## src/rtl/core/aac_pkg.sv

```systemverilog
`default_nettype none

package aac_pkg;

    localparam int MAX_TAPS    = 8;
    localparam int SAMPLE_W    = 10;
    localparam int SUM_W       = SAMPLE_W + 7;
    localparam int TAP_W       = (MAX_TAPS > 1) ? $clog2(MAX_TAPS) : 1;
    localparam int NTAP_W      = $clog2(MAX_TAPS + 1);
    localparam int LEN_W       = 4;
    localparam int THR_W       = 11;
    localparam int DZ_W        = 11;
    localparam int REST_W      = SAMPLE_W;
    localparam int OFS_W       = 11;
    localparam int CFG_W       = 11;
    localparam int CFG_IDX_W   = 3;
    localparam int VAL_W       = 12;
    localparam int DIFF_W      = 13;
    localparam int DIV_CNT_W   = $clog2(SUM_W);

    localparam logic [LEN_W-1:0]    RESET_LENGTH    = LEN_W'(6);
    localparam logic [THR_W-1:0]    RESET_THRESHOLD = THR_W'(3);
    localparam logic [DZ_W-1:0]     RESET_DEADZONE  = DZ_W'(8);
    localparam logic [REST_W-1:0]   RESET_REST      = REST_W'(512);
    localparam logic [OFS_W-1:0]    RESET_OFFSET    = '0;
    localparam logic [SUM_W-1:0]    RESET_SUM       = SUM_W'(512 * 6);
    localparam logic [VAL_W-1:0]    RESET_LAST      = VAL_W'(512);
    localparam logic [SAMPLE_W-1:0] SAMPLE_MAX      = '1;

    typedef enum logic {
        CMD_SAMPLE  = 1'b0,
        CMD_PRELOAD = 1'b1
    } t_cmd;

    typedef enum logic [CFG_IDX_W-1:0] {
        REG_AVERAGE_LENGTH   = 3'd0,
        REG_CHANGE_THRESHOLD = 3'd1,
        REG_DEADZONE_WIDTH   = 3'd2,
        REG_CENTERED_AXIS    = 3'd3,
        REG_REST_VALUE       = 3'd4,
        REG_OUTPUT_OFFSET    = 3'd5
    } t_cfg_idx;

    typedef enum logic [2:0] {
        S_IDLE,
        S_FILL,
        S_READ,
        S_UPDATE,
        S_DIVIDE,
        S_SHAPE,
        S_COMPARE,
        S_OUTPUT
    } t_state;

endpackage

`default_nettype wire

```

## src/rtl/core/analog_axis_conditioner_core.sv

```systemverilog
// Conditions raw converter samples of one joystick or trigger axis.
// Input channel: i_valid / o_stall with i_command and i_sample. A sample command
// runs the sample through a moving average, a deadzone snap, an offset and a
// change-threshold test; a preload command, when averaging is on, fills the sample
// history, the running sum and the last reported value. Every transfer in yields
// one transfer out on o_valid / i_stall carrying o_axis_value and o_changed.
// Items are handled one at a time. A sample with averaging goes through one history
// read, one sum update, one quotient bit per cycle from the serial divider, then
// deadzone, threshold and output steps. A sample without averaging goes straight
// to the deadzone step; a preload with averaging on writes each history entry in
// turn through the single memory write port. An item is taken only in the idle
// step, so the next one can follow once the sequencer is back there.
// The result sits in an output register, so the next item can be taken while the
// previous result waits. When the receiver stalls, a finished item waits in its
// last step until the output register frees up, and o_stall stays high.
// Reset (synchronous, active low) restores the register defaults, marks every
// history entry as holding the rest default 512, and sets the sum to 512 * 6.
// Configuration writes are taken in any cycle; indexes above five are ignored.
`default_nettype none

module analog_axis_conditioner_core
    import aac_pkg::*;
(
    input  wire logic                        i_clk,
    input  wire logic                        i_rst_n,
    input  wire logic                        i_valid,
    output logic                             o_stall,
    input  wire logic                        i_command,
    input  wire logic [SAMPLE_W-1:0]         i_sample,
    output logic                             o_valid,
    input  wire logic                        i_stall,
    output logic signed [VAL_W-1:0]          o_axis_value,
    output logic                             o_changed,
    input  wire logic                        i_cfg_we,
    input  wire logic [CFG_IDX_W-1:0]        i_cfg_index,
    input  wire logic [CFG_W-1:0]            i_cfg_data
);

    // Configuration registers.
    logic [LEN_W-1:0]          r_cfg_len;
    logic [THR_W-1:0]          r_cfg_thr;
    logic [DZ_W-1:0]           r_cfg_dz;
    logic                      r_cfg_centered;
    logic [REST_W-1:0]         r_cfg_rest;
    logic [OFS_W-1:0]          r_cfg_ofs;

    // Sequencer and datapath state.
    t_state                    r_state;
    t_state                    n_state;
    logic [SAMPLE_W-1:0]       r_sample;
    logic [SUM_W-1:0]          r_sum;
    logic [TAP_W-1:0]          r_wpos;
    logic [TAP_W-1:0]          r_pos;
    logic [TAP_W-1:0]          r_fill_idx;
    logic signed [VAL_W-1:0]   r_last;
    logic signed [VAL_W-1:0]   r_value;
    logic                      r_report;
    logic [SUM_W-1:0]          r_quo;
    logic [NTAP_W-1:0]         r_rem;
    logic [DIV_CNT_W-1:0]      r_div_cnt;

    // History memory and its per-entry valid bits.
    logic [SAMPLE_W-1:0]       r_hist [MAX_TAPS];
    logic [MAX_TAPS-1:0]       r_hist_vld;
    logic [SAMPLE_W-1:0]       r_rd_data;
    logic                      r_rd_vld;

    // Output register.
    logic                      r_out_valid;
    logic signed [VAL_W-1:0]   r_out_value;
    logic                      r_out_changed;

    // Control decoded from the state.
    logic                      mem_we;
    logic [TAP_W-1:0]          mem_waddr;
    logic                      rd_en;
    logic                      out_load;
    logic                      accept;
    logic                      out_free;

    // Combinational datapath.
    logic [NTAP_W-1:0]         n_taps;
    logic [TAP_W-1:0]          start_pos;
    logic [SUM_W-1:0]          fill_sum;
    logic [SAMPLE_W-1:0]       old_sample;
    logic [SUM_W-1:0]          n_sum;
    logic [NTAP_W-1:0]         pos_inc;
    logic [TAP_W-1:0]          n_wpos;
    logic [NTAP_W:0]           div_trial;
    logic                      div_ge;
    logic [NTAP_W-1:0]         n_rem;
    logic [SAMPLE_W-1:0]       avg;
    logic signed [DIFF_W-1:0]  s_avg;
    logic signed [DIFF_W-1:0]  s_dz;
    logic signed [DIFF_W-1:0]  s_rest;
    logic signed [DIFF_W-1:0]  s_hi;
    logic signed [DIFF_W-1:0]  s_lo;
    logic                      in_dz;
    logic [SAMPLE_W-1:0]       v_dz;
    logic signed [VAL_W-1:0]   n_shaped;
    logic signed [DIFF_W-1:0]  s_diff;
    logic signed [DIFF_W-1:0]  s_thr;
    logic                      n_report;

    assign accept   = i_valid && !o_stall;
    assign out_free = !r_out_valid || !i_stall;

    // Tap count saturates at the ring depth.
    assign n_taps = (r_cfg_len > LEN_W'(MAX_TAPS)) ? NTAP_W'(MAX_TAPS) : NTAP_W'(r_cfg_len);

    // A write position left beyond a shortened ring restarts at the first entry.
    assign start_pos = ({1'b0, r_wpos} >= n_taps) ? '0 : r_wpos;
    assign fill_sum  = SUM_W'(i_sample) * SUM_W'(n_taps);

    assign old_sample = r_rd_vld ? r_rd_data : RESET_REST;
    assign n_sum      = r_sum - SUM_W'(old_sample) + SUM_W'(r_sample);
    assign pos_inc    = NTAP_W'(r_pos) + NTAP_W'(1);
    assign n_wpos     = (pos_inc >= n_taps) ? '0 : TAP_W'(pos_inc);

    // Restoring division, one quotient bit per cycle; the dividend shifts out of
    // r_quo from the top while quotient bits shift in at the bottom.
    assign div_trial = {r_rem, r_quo[SUM_W-1]};
    assign div_ge    = div_trial >= {1'b0, n_taps};
    assign n_rem     = div_ge ? NTAP_W'(div_trial - {1'b0, n_taps}) : NTAP_W'(div_trial);

    assign avg = (r_quo > SUM_W'(SAMPLE_MAX)) ? SAMPLE_MAX : r_quo[SAMPLE_W-1:0];

    always_comb begin
        s_avg  = $signed({{(DIFF_W-SAMPLE_W){1'b0}}, avg});
        s_dz   = DIFF_W'($signed(r_cfg_dz));
        s_rest = $signed({{(DIFF_W-REST_W){1'b0}}, r_cfg_rest});
        if (r_cfg_centered) begin
            s_hi = s_rest + s_dz;
            s_lo = s_rest - s_dz;
        end else begin
            s_hi = s_dz;
            s_lo = '0;
        end
        // An all-ones width turns the deadzone off.
        in_dz    = (r_cfg_dz != '1) && (s_avg < s_hi) && (s_avg > s_lo);
        v_dz     = in_dz ? r_cfg_rest : avg;
        n_shaped = VAL_W'($signed({{(VAL_W-SAMPLE_W){1'b0}}, v_dz}))
                 + VAL_W'($signed(r_cfg_ofs));
    end

    always_comb begin
        s_diff   = DIFF_W'(r_value) - DIFF_W'(r_last);
        s_thr    = DIFF_W'($signed(r_cfg_thr));
        n_report = r_cfg_thr[THR_W-1] || (s_diff > s_thr) || (s_diff < -s_thr);
    end

    // Next state.
    always_comb begin
        n_state = r_state;
        unique case (r_state)
            S_IDLE: begin
                if (i_valid) begin
                    if (t_cmd'(i_command) == CMD_PRELOAD) begin
                        n_state = (n_taps == '0) ? S_OUTPUT : S_FILL;
                    end else begin
                        n_state = (n_taps == '0) ? S_SHAPE : S_READ;
                    end
                end
            end
            S_FILL: begin
                if ({1'b0, r_fill_idx} == n_taps - NTAP_W'(1)) begin
                    n_state = S_OUTPUT;
                end
            end
            S_READ:    n_state = S_UPDATE;
            S_UPDATE:  n_state = S_DIVIDE;
            S_DIVIDE: begin
                if (r_div_cnt == '0) begin
                    n_state = S_SHAPE;
                end
            end
            S_SHAPE:   n_state = S_COMPARE;
            S_COMPARE: n_state = S_OUTPUT;
            S_OUTPUT: begin
                if (out_free) begin
                    n_state = S_IDLE;
                end
            end
            default:   n_state = S_IDLE;
        endcase
    end

    // State outputs.
    always_comb begin
        o_stall   = 1'b1;
        mem_we    = 1'b0;
        mem_waddr = r_pos;
        rd_en     = 1'b0;
        out_load  = 1'b0;
        unique case (r_state)
            S_IDLE:   o_stall = 1'b0;
            S_FILL: begin
                mem_we    = 1'b1;
                mem_waddr = r_fill_idx;
            end
            S_READ:   rd_en = 1'b1;
            S_UPDATE: mem_we = 1'b1;
            S_OUTPUT: out_load = out_free;
            default: begin
                o_stall = 1'b1;
            end
        endcase
    end

    always_ff @(posedge i_clk) begin
        if (!i_rst_n) begin
            r_state <= S_IDLE;
        end else begin
            r_state <= n_state;
        end
    end

    // Configuration port.
    always_ff @(posedge i_clk) begin
        if (!i_rst_n) begin
            r_cfg_len      <= RESET_LENGTH;
            r_cfg_thr      <= RESET_THRESHOLD;
            r_cfg_dz       <= RESET_DEADZONE;
            r_cfg_centered <= 1'b1;
            r_cfg_rest     <= RESET_REST;
            r_cfg_ofs      <= RESET_OFFSET;
        end else if (i_cfg_we) begin
            unique case (t_cfg_idx'(i_cfg_index))
                REG_AVERAGE_LENGTH:   r_cfg_len      <= i_cfg_data[LEN_W-1:0];
                REG_CHANGE_THRESHOLD: r_cfg_thr      <= i_cfg_data[THR_W-1:0];
                REG_DEADZONE_WIDTH:   r_cfg_dz       <= i_cfg_data[DZ_W-1:0];
                REG_CENTERED_AXIS:    r_cfg_centered <= i_cfg_data[0];
                REG_REST_VALUE:       r_cfg_rest     <= i_cfg_data[REST_W-1:0];
                REG_OUTPUT_OFFSET:    r_cfg_ofs      <= i_cfg_data[OFS_W-1:0];
                default: begin
                end
            endcase
        end
    end

    // History memory: one write port, one registered read port.
    always_ff @(posedge i_clk) begin
        if (mem_we) begin
            r_hist[mem_waddr] <= r_sample;
        end
        if (rd_en) begin
            r_rd_data <= r_hist[r_pos];
        end
    end

    // An entry never written reads as the rest default.
    always_ff @(posedge i_clk) begin
        if (!i_rst_n) begin
            r_hist_vld <= '0;
            r_rd_vld   <= 1'b0;
        end else begin
            if (mem_we) begin
                r_hist_vld[mem_waddr] <= 1'b1;
            end
            if (rd_en) begin
                r_rd_vld <= r_hist_vld[r_pos];
            end
        end
    end

    // Persistent filter state.
    always_ff @(posedge i_clk) begin
        if (!i_rst_n) begin
            r_sum  <= RESET_SUM;
            r_wpos <= '0;
            r_last <= RESET_LAST;
        end else begin
            if (accept && t_cmd'(i_command) == CMD_PRELOAD && n_taps != '0) begin
                r_sum  <= fill_sum;
                r_last <= $signed({{(VAL_W-SAMPLE_W){1'b0}}, i_sample});
            end
            if (r_state == S_UPDATE) begin
                r_sum  <= n_sum;
                r_wpos <= n_wpos;
            end
            if (out_load && r_report) begin
                r_last <= r_value;
            end
        end
    end

    // Per-item working registers.
    always_ff @(posedge i_clk) begin
        if (accept) begin
            r_sample   <= i_sample;
            r_pos      <= start_pos;
            r_fill_idx <= '0;
            r_quo      <= SUM_W'(i_sample);
            r_value    <= $signed({{(VAL_W-SAMPLE_W){1'b0}}, i_sample});
            r_report   <= 1'b0;
        end
        if (r_state == S_FILL) begin
            r_fill_idx <= r_fill_idx + TAP_W'(1);
        end
        if (r_state == S_UPDATE) begin
            r_quo     <= n_sum;
            r_rem     <= '0;
            r_div_cnt <= DIV_CNT_W'(SUM_W - 1);
        end
        if (r_state == S_DIVIDE) begin
            r_quo     <= {r_quo[SUM_W-2:0], div_ge};
            r_rem     <= n_rem;
            r_div_cnt <= r_div_cnt - DIV_CNT_W'(1);
        end
        if (r_state == S_SHAPE) begin
            r_value <= n_shaped;
        end
        if (r_state == S_COMPARE) begin
            r_report <= n_report;
        end
    end

    // Output register.
    always_ff @(posedge i_clk) begin
        if (!i_rst_n) begin
            r_out_valid <= 1'b0;
        end else if (out_load) begin
            r_out_valid <= 1'b1;
        end else if (!i_stall) begin
            r_out_valid <= 1'b0;
        end
    end

    always_ff @(posedge i_clk) begin
        if (out_load) begin
            r_out_value   <= r_value;
            r_out_changed <= r_report;
        end
    end

    assign o_valid      = r_out_valid;
    assign o_axis_value = r_out_value;
    assign o_changed    = r_out_changed;

    // A new result only appears after the sequencer's final step.
    a_out_from_seq: assert property (@(posedge i_clk) disable iff (!i_rst_n)
        (out_load == 1'b0 && !r_out_valid) |=> !r_out_valid)
        else $error("output became valid without a result being loaded");

    // The ring is addressed only inside the active tap count.
    a_read_in_ring: assert property (@(posedge i_clk) disable iff (!i_rst_n)
        (r_state == S_READ) |-> ({1'b0, r_pos} < n_taps))
        else $error("history read outside the active ring");

    a_wpos_in_ring: assert property (@(posedge i_clk) disable iff (!i_rst_n)
        (r_state == S_UPDATE) |=> ({1'b0, r_wpos} < n_taps))
        else $error("write position left outside the active ring");

    // The partial remainder always stays below the divisor.
    a_rem_below_div: assert property (@(posedge i_clk) disable iff (!i_rst_n)
        (r_state == S_DIVIDE) |-> (r_rem < n_taps))
        else $error("divider remainder not below tap count");

    // Only an idle sequencer takes a new item.
    a_accept_idle: assert property (@(posedge i_clk) disable iff (!i_rst_n)
        (r_state != S_IDLE) |-> o_stall)
        else $error("input taken while an item is in progress");

endmodule

`default_nettype wire

```

## config.mk

```make
export PLATFORM = sky130hd
export DESIGN_NAME = analog_axis_conditioner_core
export DESIGN_NICKNAME = d
export VERILOG_FILES = /design/src/rtl/core/aac_pkg.sv /design/src/rtl/core/analog_axis_conditioner_core.sv
export SDC_FILE = /design/constraint.sdc
export NUM_CORES = 1
export LEC_CHECK = 0
export ABC_AREA = 0
export BUFFER_PORTS_ARGS = -buffer_cell sky130_fd_sc_hd__clkbuf_2
export CAP_MARGIN = 15
export CORE_MARGIN = 3
export CORE_UTILIZATION = 57
export DETAILED_ROUTE_END_ITERATION = 7
export MAX_ROUTING_LAYER = met4
export PLACE_DENSITY = 0.87
export SLEW_MARGIN = 30
export SYNTH_ARGS = -nofsm -noshare
export SYNTH_HDL_FRONTEND = slang
export SYNTH_SLANG_ARGS = --single-unit
```

## constraint.sdc

```tcl
create_clock -name i_clk -period 5.4 [get_ports i_clk]
set_input_delay 0.81 -clock i_clk [delete_from_list [all_inputs] [get_ports i_clk]]
set_output_delay 0.81 -clock i_clk [all_outputs]
set_load 0.02 [all_outputs]
```

==> results of run 1 <==
## cells in the final DEF, fill, tap and decap left out, drive strengths merged, types with 11 or more instances in the layout
cell / n
and2: 28
mux4: 22
clkbuf: 75
buf: 91
o21bai: 11
nor2: 136
a21o: 22
mux2i: 15
edfxtp: 158
dfxtp: 93
nand2b: 16
clkinv: 11
a211oi: 13
xnor2: 39
o21a: 11
nor3: 27
a22oi: 15
nor2b: 19
o211ai: 13
o21ai: 71
nand3: 21
fa: 31
xor2: 26
nand2: 241
ha: 125
inv: 151
a21oi: 127
## what timing repair did
action                                  4_1_cts  5_1_grt
endpoints found under the hold margin         0        0
pin swaps                                    10       15
resized for setup                             3       13
setup buffers                                10        4
hold buffers                                  0        0
endpoints found under the setup margin        6        9
## registers in the layout, indices dropped and copies added, names as in the netlist, 8 cells and up
name / count
r_hist: 80
r_quo: 17
r_sum: 17
o_axis_value: 12
r_last: 12
r_value: 12
r_cfg_dz: 11
r_cfg_ofs: 11
r_cfg_thr: 11
r_cfg_rest: 10
r_rd_data: 10
r_sample: 10
r_hist_vld: 8
## critical path, delay by kind of cell, from the launching register on
family | cells | cell delay (ps)
muxes | 1 | 200
buffers and inverters | 1 | 40
AOI/OAI and AO/OA | 13 | 1740
adders and majority gates | 5 | 1370
xor gates and xnor gates | 1 | 170
and+or+nand+nor | 10 | 1690
DFF | 1 | 350
## per-layer routing
| metal | wire (um) | global-route usage | vias to the layer above |
|---|---|---|---|
| li1 | - | - | 5875 |
| met2 | 20280 | 0.4860 | 776 |
| met5 | 0 | - | - |
| met4 | 2101 | 0.1228 | 0 |
| met1 | 17010 | 0.3789 | 6226 |
| met3 | 3952 | 0.05102 | 188 |
## final timing paths
path / slack, ps / cells after the start / from / end
setup / recovery: -460 / 31 / r_cfg_dz[0]$_SDFFE_PN0P_ / r_value[10]$_SDFFCE_PN0P_
setup reg to reg: -460 / 31 / r_cfg_dz[0]$_SDFFE_PN0P_ / r_value[10]$_SDFFCE_PN0P_
hold reg to reg: 460 / 2 / r_last[7]$_SDFFE_PN0P_ / r_last[7]$_SDFFE_PN0P_
hold / removal: 460 / 2 / r_last[7]$_SDFFE_PN0P_ / r_last[7]$_SDFFE_PN0P_
## synth_stat cells, types with 31 or more instances
| library cell | number | area, um2 |
|---|---|---|
| sky130_fd_sc_hd__edfxtp_1 | 158 | 4745 |
| sky130_fd_sc_hd__inv_1 | 146 | 548.0 |
| sky130_fd_sc_hd__o21ai_0 | 69 | 345.3 |
| sky130_fd_sc_hd__a21oi_1 | 127 | 635.6 |
| sky130_fd_sc_hd__dfxtp_1 | 93 | 1862 |
| sky130_fd_sc_hd__nand2_1 | 241 | 904.6 |
| sky130_fd_sc_hd__clkbuf_1 | 52 | 195.2 |
| sky130_fd_sc_hd__fa_1 | 31 | 620.6 |
| sky130_fd_sc_hd__nor2_1 | 136 | 510.5 |
| sky130_fd_sc_hd__ha_1 | 125 | 1564 |
| sky130_fd_sc_hd__xnor2_1 | 39 | 341.6 |
## metrics by stage
| step | setup WS, ps | hold WS [ps] | setup TNS, ps |
|---|---|---|---|
| floorplan | -2.832 | 419.0 | -2.832 |
| global placement | -182.6 | 428.6 | -454.9 |
| detailed placement | -355.0 | 445.5 | -1148 |
| CTS | -320.6 | 455.5 | -1547 |
| global route | -753.3 | 479.2 | -4176 |
| finish | -459.3 | 457.3 | -2012 |
## power by group
part / switching [uW] / leakage [uW] / internal [uW]
clock: 799 / 0.000440 / 1080
combinational: 1710 / 0.00470 / 1130
sequential: 289 / 0.00221 / 2470
## logic make-up after synthesis
kind of cell,count (synthesis)
multiplexers,46
XOR/XNOR,65
AO/OA/AOI/OAI,348
buffers and inverters,215
flip-flops,251
adder cells (fa/ha/maj),158
AND/OR/NAND/NOR,540
## final cells by class
| cell class | instances | area, um2 | share of cell area |
|---|---|---|---|
| Multi-Input combinational cell | 1157 | 8314 | 0.4701 |
| Tap cell | 335 | 419.2 | 0.02370 |
| Sequential cell | 251 | 6611 | 0.3738 |
| Clock inverter | 19 | 183.9 | 0.01040 |
| Antenna cell | 1 | 2.502 | 0.0001415 |
| Timing Repair Buffer | 135 | 903.4 | 0.05108 |
| Clock buffer | 31 | 700.7 | 0.03962 |
| Inverter | 147 | 551.8 | 0.03120 |
==> summary.md, run 1 <==
### Outcome
* status: finished with violations
* violated checks: DRC, setup timing

### Timing
* Layout Skew: 30.42 ps
* Max Clock Freq: 170.7 MHz
* final slew viol count: 0
* Final Critical Period: 5859 ps
* Least-Margin Pin Slew: 995.3 ps
* setup repair after global routing missed its margin: yes
* relative slew slack: 0.3346
* minimum setup slack in the final design: -459.3 ps
* count of final hold-check violations: 0
* Final Cycle Share: 1.085
* final setup violation count: 6

### Layout
* Final Non-Filler Cells: 2076
* Area Overhead vs Synth: 13.44%
* post-layout util: 0.6674
* Non-Filler Cell Area, Final: 17690 um2
* final net count: 1905
* layout cell share with drive strength beyond 1: 0.1506
* fill cell total of the finished layout: 1858

### GRT
* number of global-route vias before repair: 13030
* initial antenna violation count: 1
* global-route wire length before repair: 67980 um
* pin count of the biggest net entering global routing: 44
* GRT Residual Overflow: 0
* Total GRT Usage: 0.3006

### Setup path
* worst-path maximum fanout: 5
* most frequent cell on the critical path: sky130_fd_sc_hd__a21oi_1
* kind of start point of the critical path: flop
* Arrival @ worst endpoint: 6110 ps
* Max stage delay cell, worst path: sky130_fd_sc_hd__or4b_4
* Critical Path Max Stage Delay: 580 ps
* WS Path Type: flop to flop
* required time at the endpoint of the critical path: 5650 ps
* capturing element type of the critical path: flop

### Clock tree
* Worst-path clk slew: 60 ps
* clk buf depth: 3
* clock tree from TritonCTS: yes
* clock network latency to the later pin of the worst-skew pair: 550 ps
* htree depth: 1
* root buffer cell: sky130_fd_sc_hd__clkbuf_16
* cts bufs inserted: 27
* Clock Sinks: 251

### Floorplanning
* I/O Pins: 45
* core outline area: 26500 um2
* Die Y: 171.4 um
* horizontal die dimension: 171.4 um
* die footprint: 29370 um2
* initial cell density of the core: 0.5883
* number of core rows: 59

### Synthesis
* Async SR Flop Fraction: 0
* simple-gate portion of the synthesized area: 0.1553
* synthesized area: 15590 um2
* share of the yosys chip area belonging to registers: 0.4237
* Cells after Synth: 1623
* parity-gate share of the synthesized area counting xor and xnor cells: 0.03651
* number of storage elements in the synthesis netlist: 251
* Synth Area per Inst: 9.606 um2
* synth unique cells: 79
* portion of netlist area occupied by mux cells: 0.04935
* main combinational cell family by area after synthesis: simple AND/OR/NAND/NOR gates
* post-synthesis net count: 1809
* count of synthesis-stage warnings from yosys: 0
* fraction of the mapped netlist area in compound gates: 0.1403
* EDFF count, synth: 158
* area share of fa/ha/maj cells after synthesis: 0.1414
* predominant post-synthesis flop cell: sky130_fd_sc_hd__edfxtp_1

### Routing
* final WL: 43350 um
* total iterations of the first detailed-routing run: 8
* detailed-route vias per instance: 6.293
* total via count in the routed design: 13070
* DRC violations left: 1
* Detail Route Antenna Nets: 0
* wire per inst: 20.88 um
* detailed router's first-iteration violation count: 1599

### Placement
* count of buffers inserted at the top-level ports: 44
* Post-Place Cell Area: 16660 um2
* half-perimeter wire length of the detailed placement result: 29970 um
* total placed cells including tap cells: 2015
* placer's final routability congestion estimate: 0.9028

### Power and ir drop
* maximum vdd drop: 0.2450 mV
* power per unit of standard cell area: 422.9 nW/um2
* sum of internal, switching and leakage power: 7481 uW
* reported leakage power: 0.007352 uW

### Flow run
* number of violations of the max-capacitance limit: 0

### Hold path
* Hold Path Class: flop to flop

Note: power is estimated with default switching activity, not from simulation.
==> run 2: changes to the inputs <==
--- a/config.mk
+++ b/config.mk
@@ -5,14 +5,14 @@
 export SDC_FILE = /design/constraint.sdc
 export NUM_CORES = 1
 export LEC_CHECK = 0
-export ABC_AREA = 0
+export ABC_AREA = 1
 export BUFFER_PORTS_ARGS = -buffer_cell sky130_fd_sc_hd__clkbuf_2
 export CAP_MARGIN = 15
 export CORE_MARGIN = 3
-export CORE_UTILIZATION = 57
+export CORE_UTILIZATION = 58
 export DETAILED_ROUTE_END_ITERATION = 7
 export MAX_ROUTING_LAYER = met4
-export PLACE_DENSITY = 0.87
+export PLACE_DENSITY = 0.88
 export SLEW_MARGIN = 30
 export SYNTH_ARGS = -nofsm -noshare
 export SYNTH_HDL_FRONTEND = slang
==> run 2 against run 1 <==
The flow finishes with violations (DRC). Sequential power grew 4%. Clock power shrank 2%. Via count grew 10%. Critical endpoint unchanged.
==> summary.md, run 2 <==
### Floorplanning
* number of core rows: 60, +1.7%
* Die Y: 174.0 um, +1.5%
* die footprint: 30280 um2, +3.1%
* horizontal die dimension: 174.0 um, +1.5%
* I/O Pins: 45, unchanged
* initial cell density of the core: 0.5991, +0.01077
* core outline area: 27330 um2, +3.1%

### Setup path
* Arrival @ worst endpoint: 5260 ps, -850 ps
* most frequent cell on the critical path: sky130_fd_sc_hd__nand2_1
* Critical Path Max Stage Delay: 410 ps, -170 ps
* Max stage delay cell, worst path: sky130_fd_sc_hd__dfxtp_1
* WS Path Type: flop to flop
* worst-path maximum fanout: 11, +6
* kind of start point of the critical path: flop
* capture instance of the worst register-to-register path: r_value[10]$_SDFFCE_PN0P_
* capturing element type of the critical path: flop
* required time at the endpoint of the critical path: 5690 ps, +40 ps
* reg2reg setup slack: 430 ps, +890 ps
* Worst R2R Path Depth: 33, +6.5%
* Worst R2R Start: r_cfg_dz[1]$_SDFFE_PN0P_

### Clock tree
* htree depth: 1, unchanged
* root buffer cell: sky130_fd_sc_hd__clkbuf_16
* cts bufs inserted: 26, -3.7%
* number of hold-repair buffers added at the cts stage: 0, unchanged
* clk buf depth: 3, unchanged
* clock network latency to the later pin of the worst-skew pair: 540 ps, about the same
* buffers inserted during post-CTS setup optimization: 0, -10
* Clock Sinks: 251, unchanged
* Worst-path clk slew: 60 ps, about the same
* clock tree from TritonCTS: yes

### Layout
* highest-count cells in the layout ignoring fill and taps: 367 x sky130_fd_sc_hd__nand2_1, 300 x sky130_fd_sc_hd__inv_1, 206 x sky130_fd_sc_hd__nor2_1
* number of flip-flops in the largest register: 80, unchanged
* largest registers: r_hist x80, r_quo x17, r_sum x17
* final net count: 2224, +17%
* Antenna Diode Count: 0, -1
* leading cell type in the layout, fill and taps excluded: sky130_fd_sc_hd__nand2_1
* Non-Filler Cell Area, Final: 17770 um2, +0.47%
* Area Overhead vs Synth: 8.545%
* layout cell share with drive strength beyond 1: 0.08989, -0.06068
* register bank with the most flops: r_hist

### Timing
* setup repair after global routing missed its margin: no
* final worst hold slack: 461.7 ps, +4.391 ps
* count of final hold-check violations: 0, unchanged
* Least-Margin Pin Slew: 1012 ps, +17.11 ps
* minimum setup slack in the final design: 428.7 ps, +888.0 ps
* Max Clock Freq: 201.2 MHz, +18%
* relative slew slack: 0.3209, -0.01372
* Final Critical Period: 4971 ps, -888.0 ps
* sum of negative setup slack: 0 ps, +2012 ps
* final slew viol count: 0, unchanged
* final setup violation count: 0, -6
* Final Cycle Share: 0.9206, -0.1644
* Layout Skew: 13.31 ps, -17.11 ps

### Routing
* DRC violations left: 2, +1
* detailed-route vias per instance: 5.914, -6.0%
* total iterations of the first detailed-routing run: 8, unchanged
* final WL: 44500 um, +2.7%
* Detail Route Antenna Nets: 0, unchanged
* detailed router's first-iteration violation count: 1898, +19%
* total via count in the routed design: 14370, +10%
* wire per inst: 18.31 um, -12%

### GRT
* GRT Residual Overflow: 0, unchanged
* initial antenna violation count: 0, -1
* number of global-route vias before repair: 13920, +6.8%
* global-route wire length before repair: 70480 um, +3.7%
* Total GRT Usage: 0.2932, -0.007488
* pin count of the biggest net entering global routing: 72, +64%

### Power and ir drop
* power per unit of standard cell area: 450.4 nW/um2, +6.5%
* Switch Pwr: 3257 uW, +16%
* internal power: 4747 uW, +1.5%
* Reg power frac: 0.357, -0.012
* Clock power frac: 0.230, -0.021
* reported leakage power: 0.008001 uW, +8.8%
* Sw Share: 0.4069, +0.03225
* Combinational Power Share: 0.413, +0.033
* sum of internal, switching and leakage power: 8004 uW, +7.0%
* maximum vdd drop: 0.2492 mV, +1.7%

### Synthesis
* post-synth top area share: 0.2898, -0.01449
* main area contributors after synthesis: sky130_fd_sc_hd__edfxtp_1 29%, sky130_fd_sc_hd__dfxtp_1 11%, sky130_fd_sc_hd__ha_1 9.6%
* commonest cells in the synthesized netlist: 367 x sky130_fd_sc_hd__nand2_1, 301 x sky130_fd_sc_hd__inv_1, 215 x sky130_fd_sc_hd__nor2_1
* synthesized area: 16370 um2, +5.0%
* Synth Area per Inst: 8.120 um2, -15%
* post-synthesis net count: 2202, +22%
* EDFF count, synth: 158, unchanged
* count of synthesis-stage warnings from yosys: 0, unchanged
* share of the yosys chip area belonging to registers: 0.4035, -0.02018
* Cells after Synth: 2016, +24%
* predominant post-synthesis flop cell: sky130_fd_sc_hd__edfxtp_1
* number of storage elements in the synthesis netlist: 251, unchanged
* leading cell type by number of instances after synthesis: sky130_fd_sc_hd__nand2_1
* synth unique cells: 54, -32%
* Async SR Flop Fraction: 0, unchanged
* cell accounting for the most synthesized area: sky130_fd_sc_hd__edfxtp_1

### Hold path
* startpoint of the lowest-slack hold path: r_hist_vld[6]$_SDFFE_PN0N_
* number of cells traversed by the worst hold path: 1, -1
* capture endpoint of the worst hold path: r_hist_vld[6]$_SDFFE_PN0N_
* Hold Path Class: flop to flop

### Outcome
* violated checks: DRC
* status: finished with violations

### Flow run
* number of violations of the max-capacitance limit: 0, unchanged

### Placement
* worst slack, placed: 391.1 ps, +746.1 ps
* count of buffers inserted at the top-level ports: 44, unchanged
* Post-Place Cell Area: 16880 um2, +1.4%
* placer's final routability congestion estimate: 0.9639, +6.8%
* half-perimeter wire length of the detailed placement result: 32260 um, +7.6%

run 2: how the worst max path moves through the flow:
stage	start	end	slack, ps	cells past startpoint
floorplan	r_cfg_dz[5]$_SDFFE_PN0P_	r_value[8]$_DFFE_PP_	900	32
global placement	r_cfg_dz[2]$_SDFFE_PN0P_	r_value[10]$_SDFFCE_PN0P_	540	33
detailed placement	r_cfg_dz[2]$_SDFFE_PN0P_	r_value[8]$_DFFE_PP_	390	31
CTS	r_cfg_dz[2]$_SDFFE_PN0P_	r_value[8]$_DFFE_PP_	380	31
global route	r_cfg_dz[1]$_SDFFE_PN0P_	r_value[10]$_SDFFCE_PN0P_	7	33
finish	r_cfg_dz[1]$_SDFFE_PN0P_	r_value[10]$_SDFFCE_PN0P_	430	33
run 2: critical path, delay by kind of cell (launching register included):
family                     cells  cell delay (ps)
and+or+nand+nor               21             2190
adders and majority gates      4             1190
AOI/OAI and AO/OA              6              700
DFF                            1              410
buffers and inverters          2              210
run 2: layer usage:
metal  wire length [um]  global-route usage  vias to the layer above  share of wire
met5                  0                   -                        -              0
met4               1642              0.1036                        0          0.037
met3               4193             0.04260                      138          0.094
met2              21090              0.4756                      775           0.47
met1              17580              0.3777                     6683           0.40
li1                   -                   -                     6774              -
run 2: repair_timing:
| action | 4_1_cts | 5_1_grt |
|---|---|---|
| endpoints found under the setup margin | 0 | 4 |
| endpoints found under the hold margin | 0 | 0 |
| resized for setup | 0 | 5 |
run 2: through the flow:
stage,std cells,util
floorplan,2016,-
global placement,2382,0.6168
detailed placement,2382,0.6178
CTS,2430,0.6494
global route,2430,0.6503
finish,2430,0.6503
run 2: final cells by class:
cell class / count / area, um2
fillers: 2160 / 9557
multi-input cells: 1390 / 8343
flip-flops and latches: 251 / 6606
inverters: 312 / 1174
clock buffers: 30 / 686.9
well taps: 372 / 465.4
repair buffers: 57 / 317.8
clock inverters: 18 / 176.4
run 2: kinds of logic after synthesis:
family / after synthesis / synth area share
DFF: 251 / 0.4035
xor gates and xnor gates: 34 / 0.01819
adders and majority gates: 156 / 0.1334
AOI/OAI and AO/OA: 417 / 0.1483
and+or+nand+nor: 783 / 0.2066
buffers and inverters: 375 / 0.08996
run 2: power groups by stage:
stage                     Clock, uW  Sequential, uW  Combinational, uW
after floorplan                   0            2740               2470
after global placement            0            2850               3010
after detailed placement          0            2880               3210
after CTS                      1840            2840               3250
after global routing           1920            2890               3720
final                          1840            2860               3300
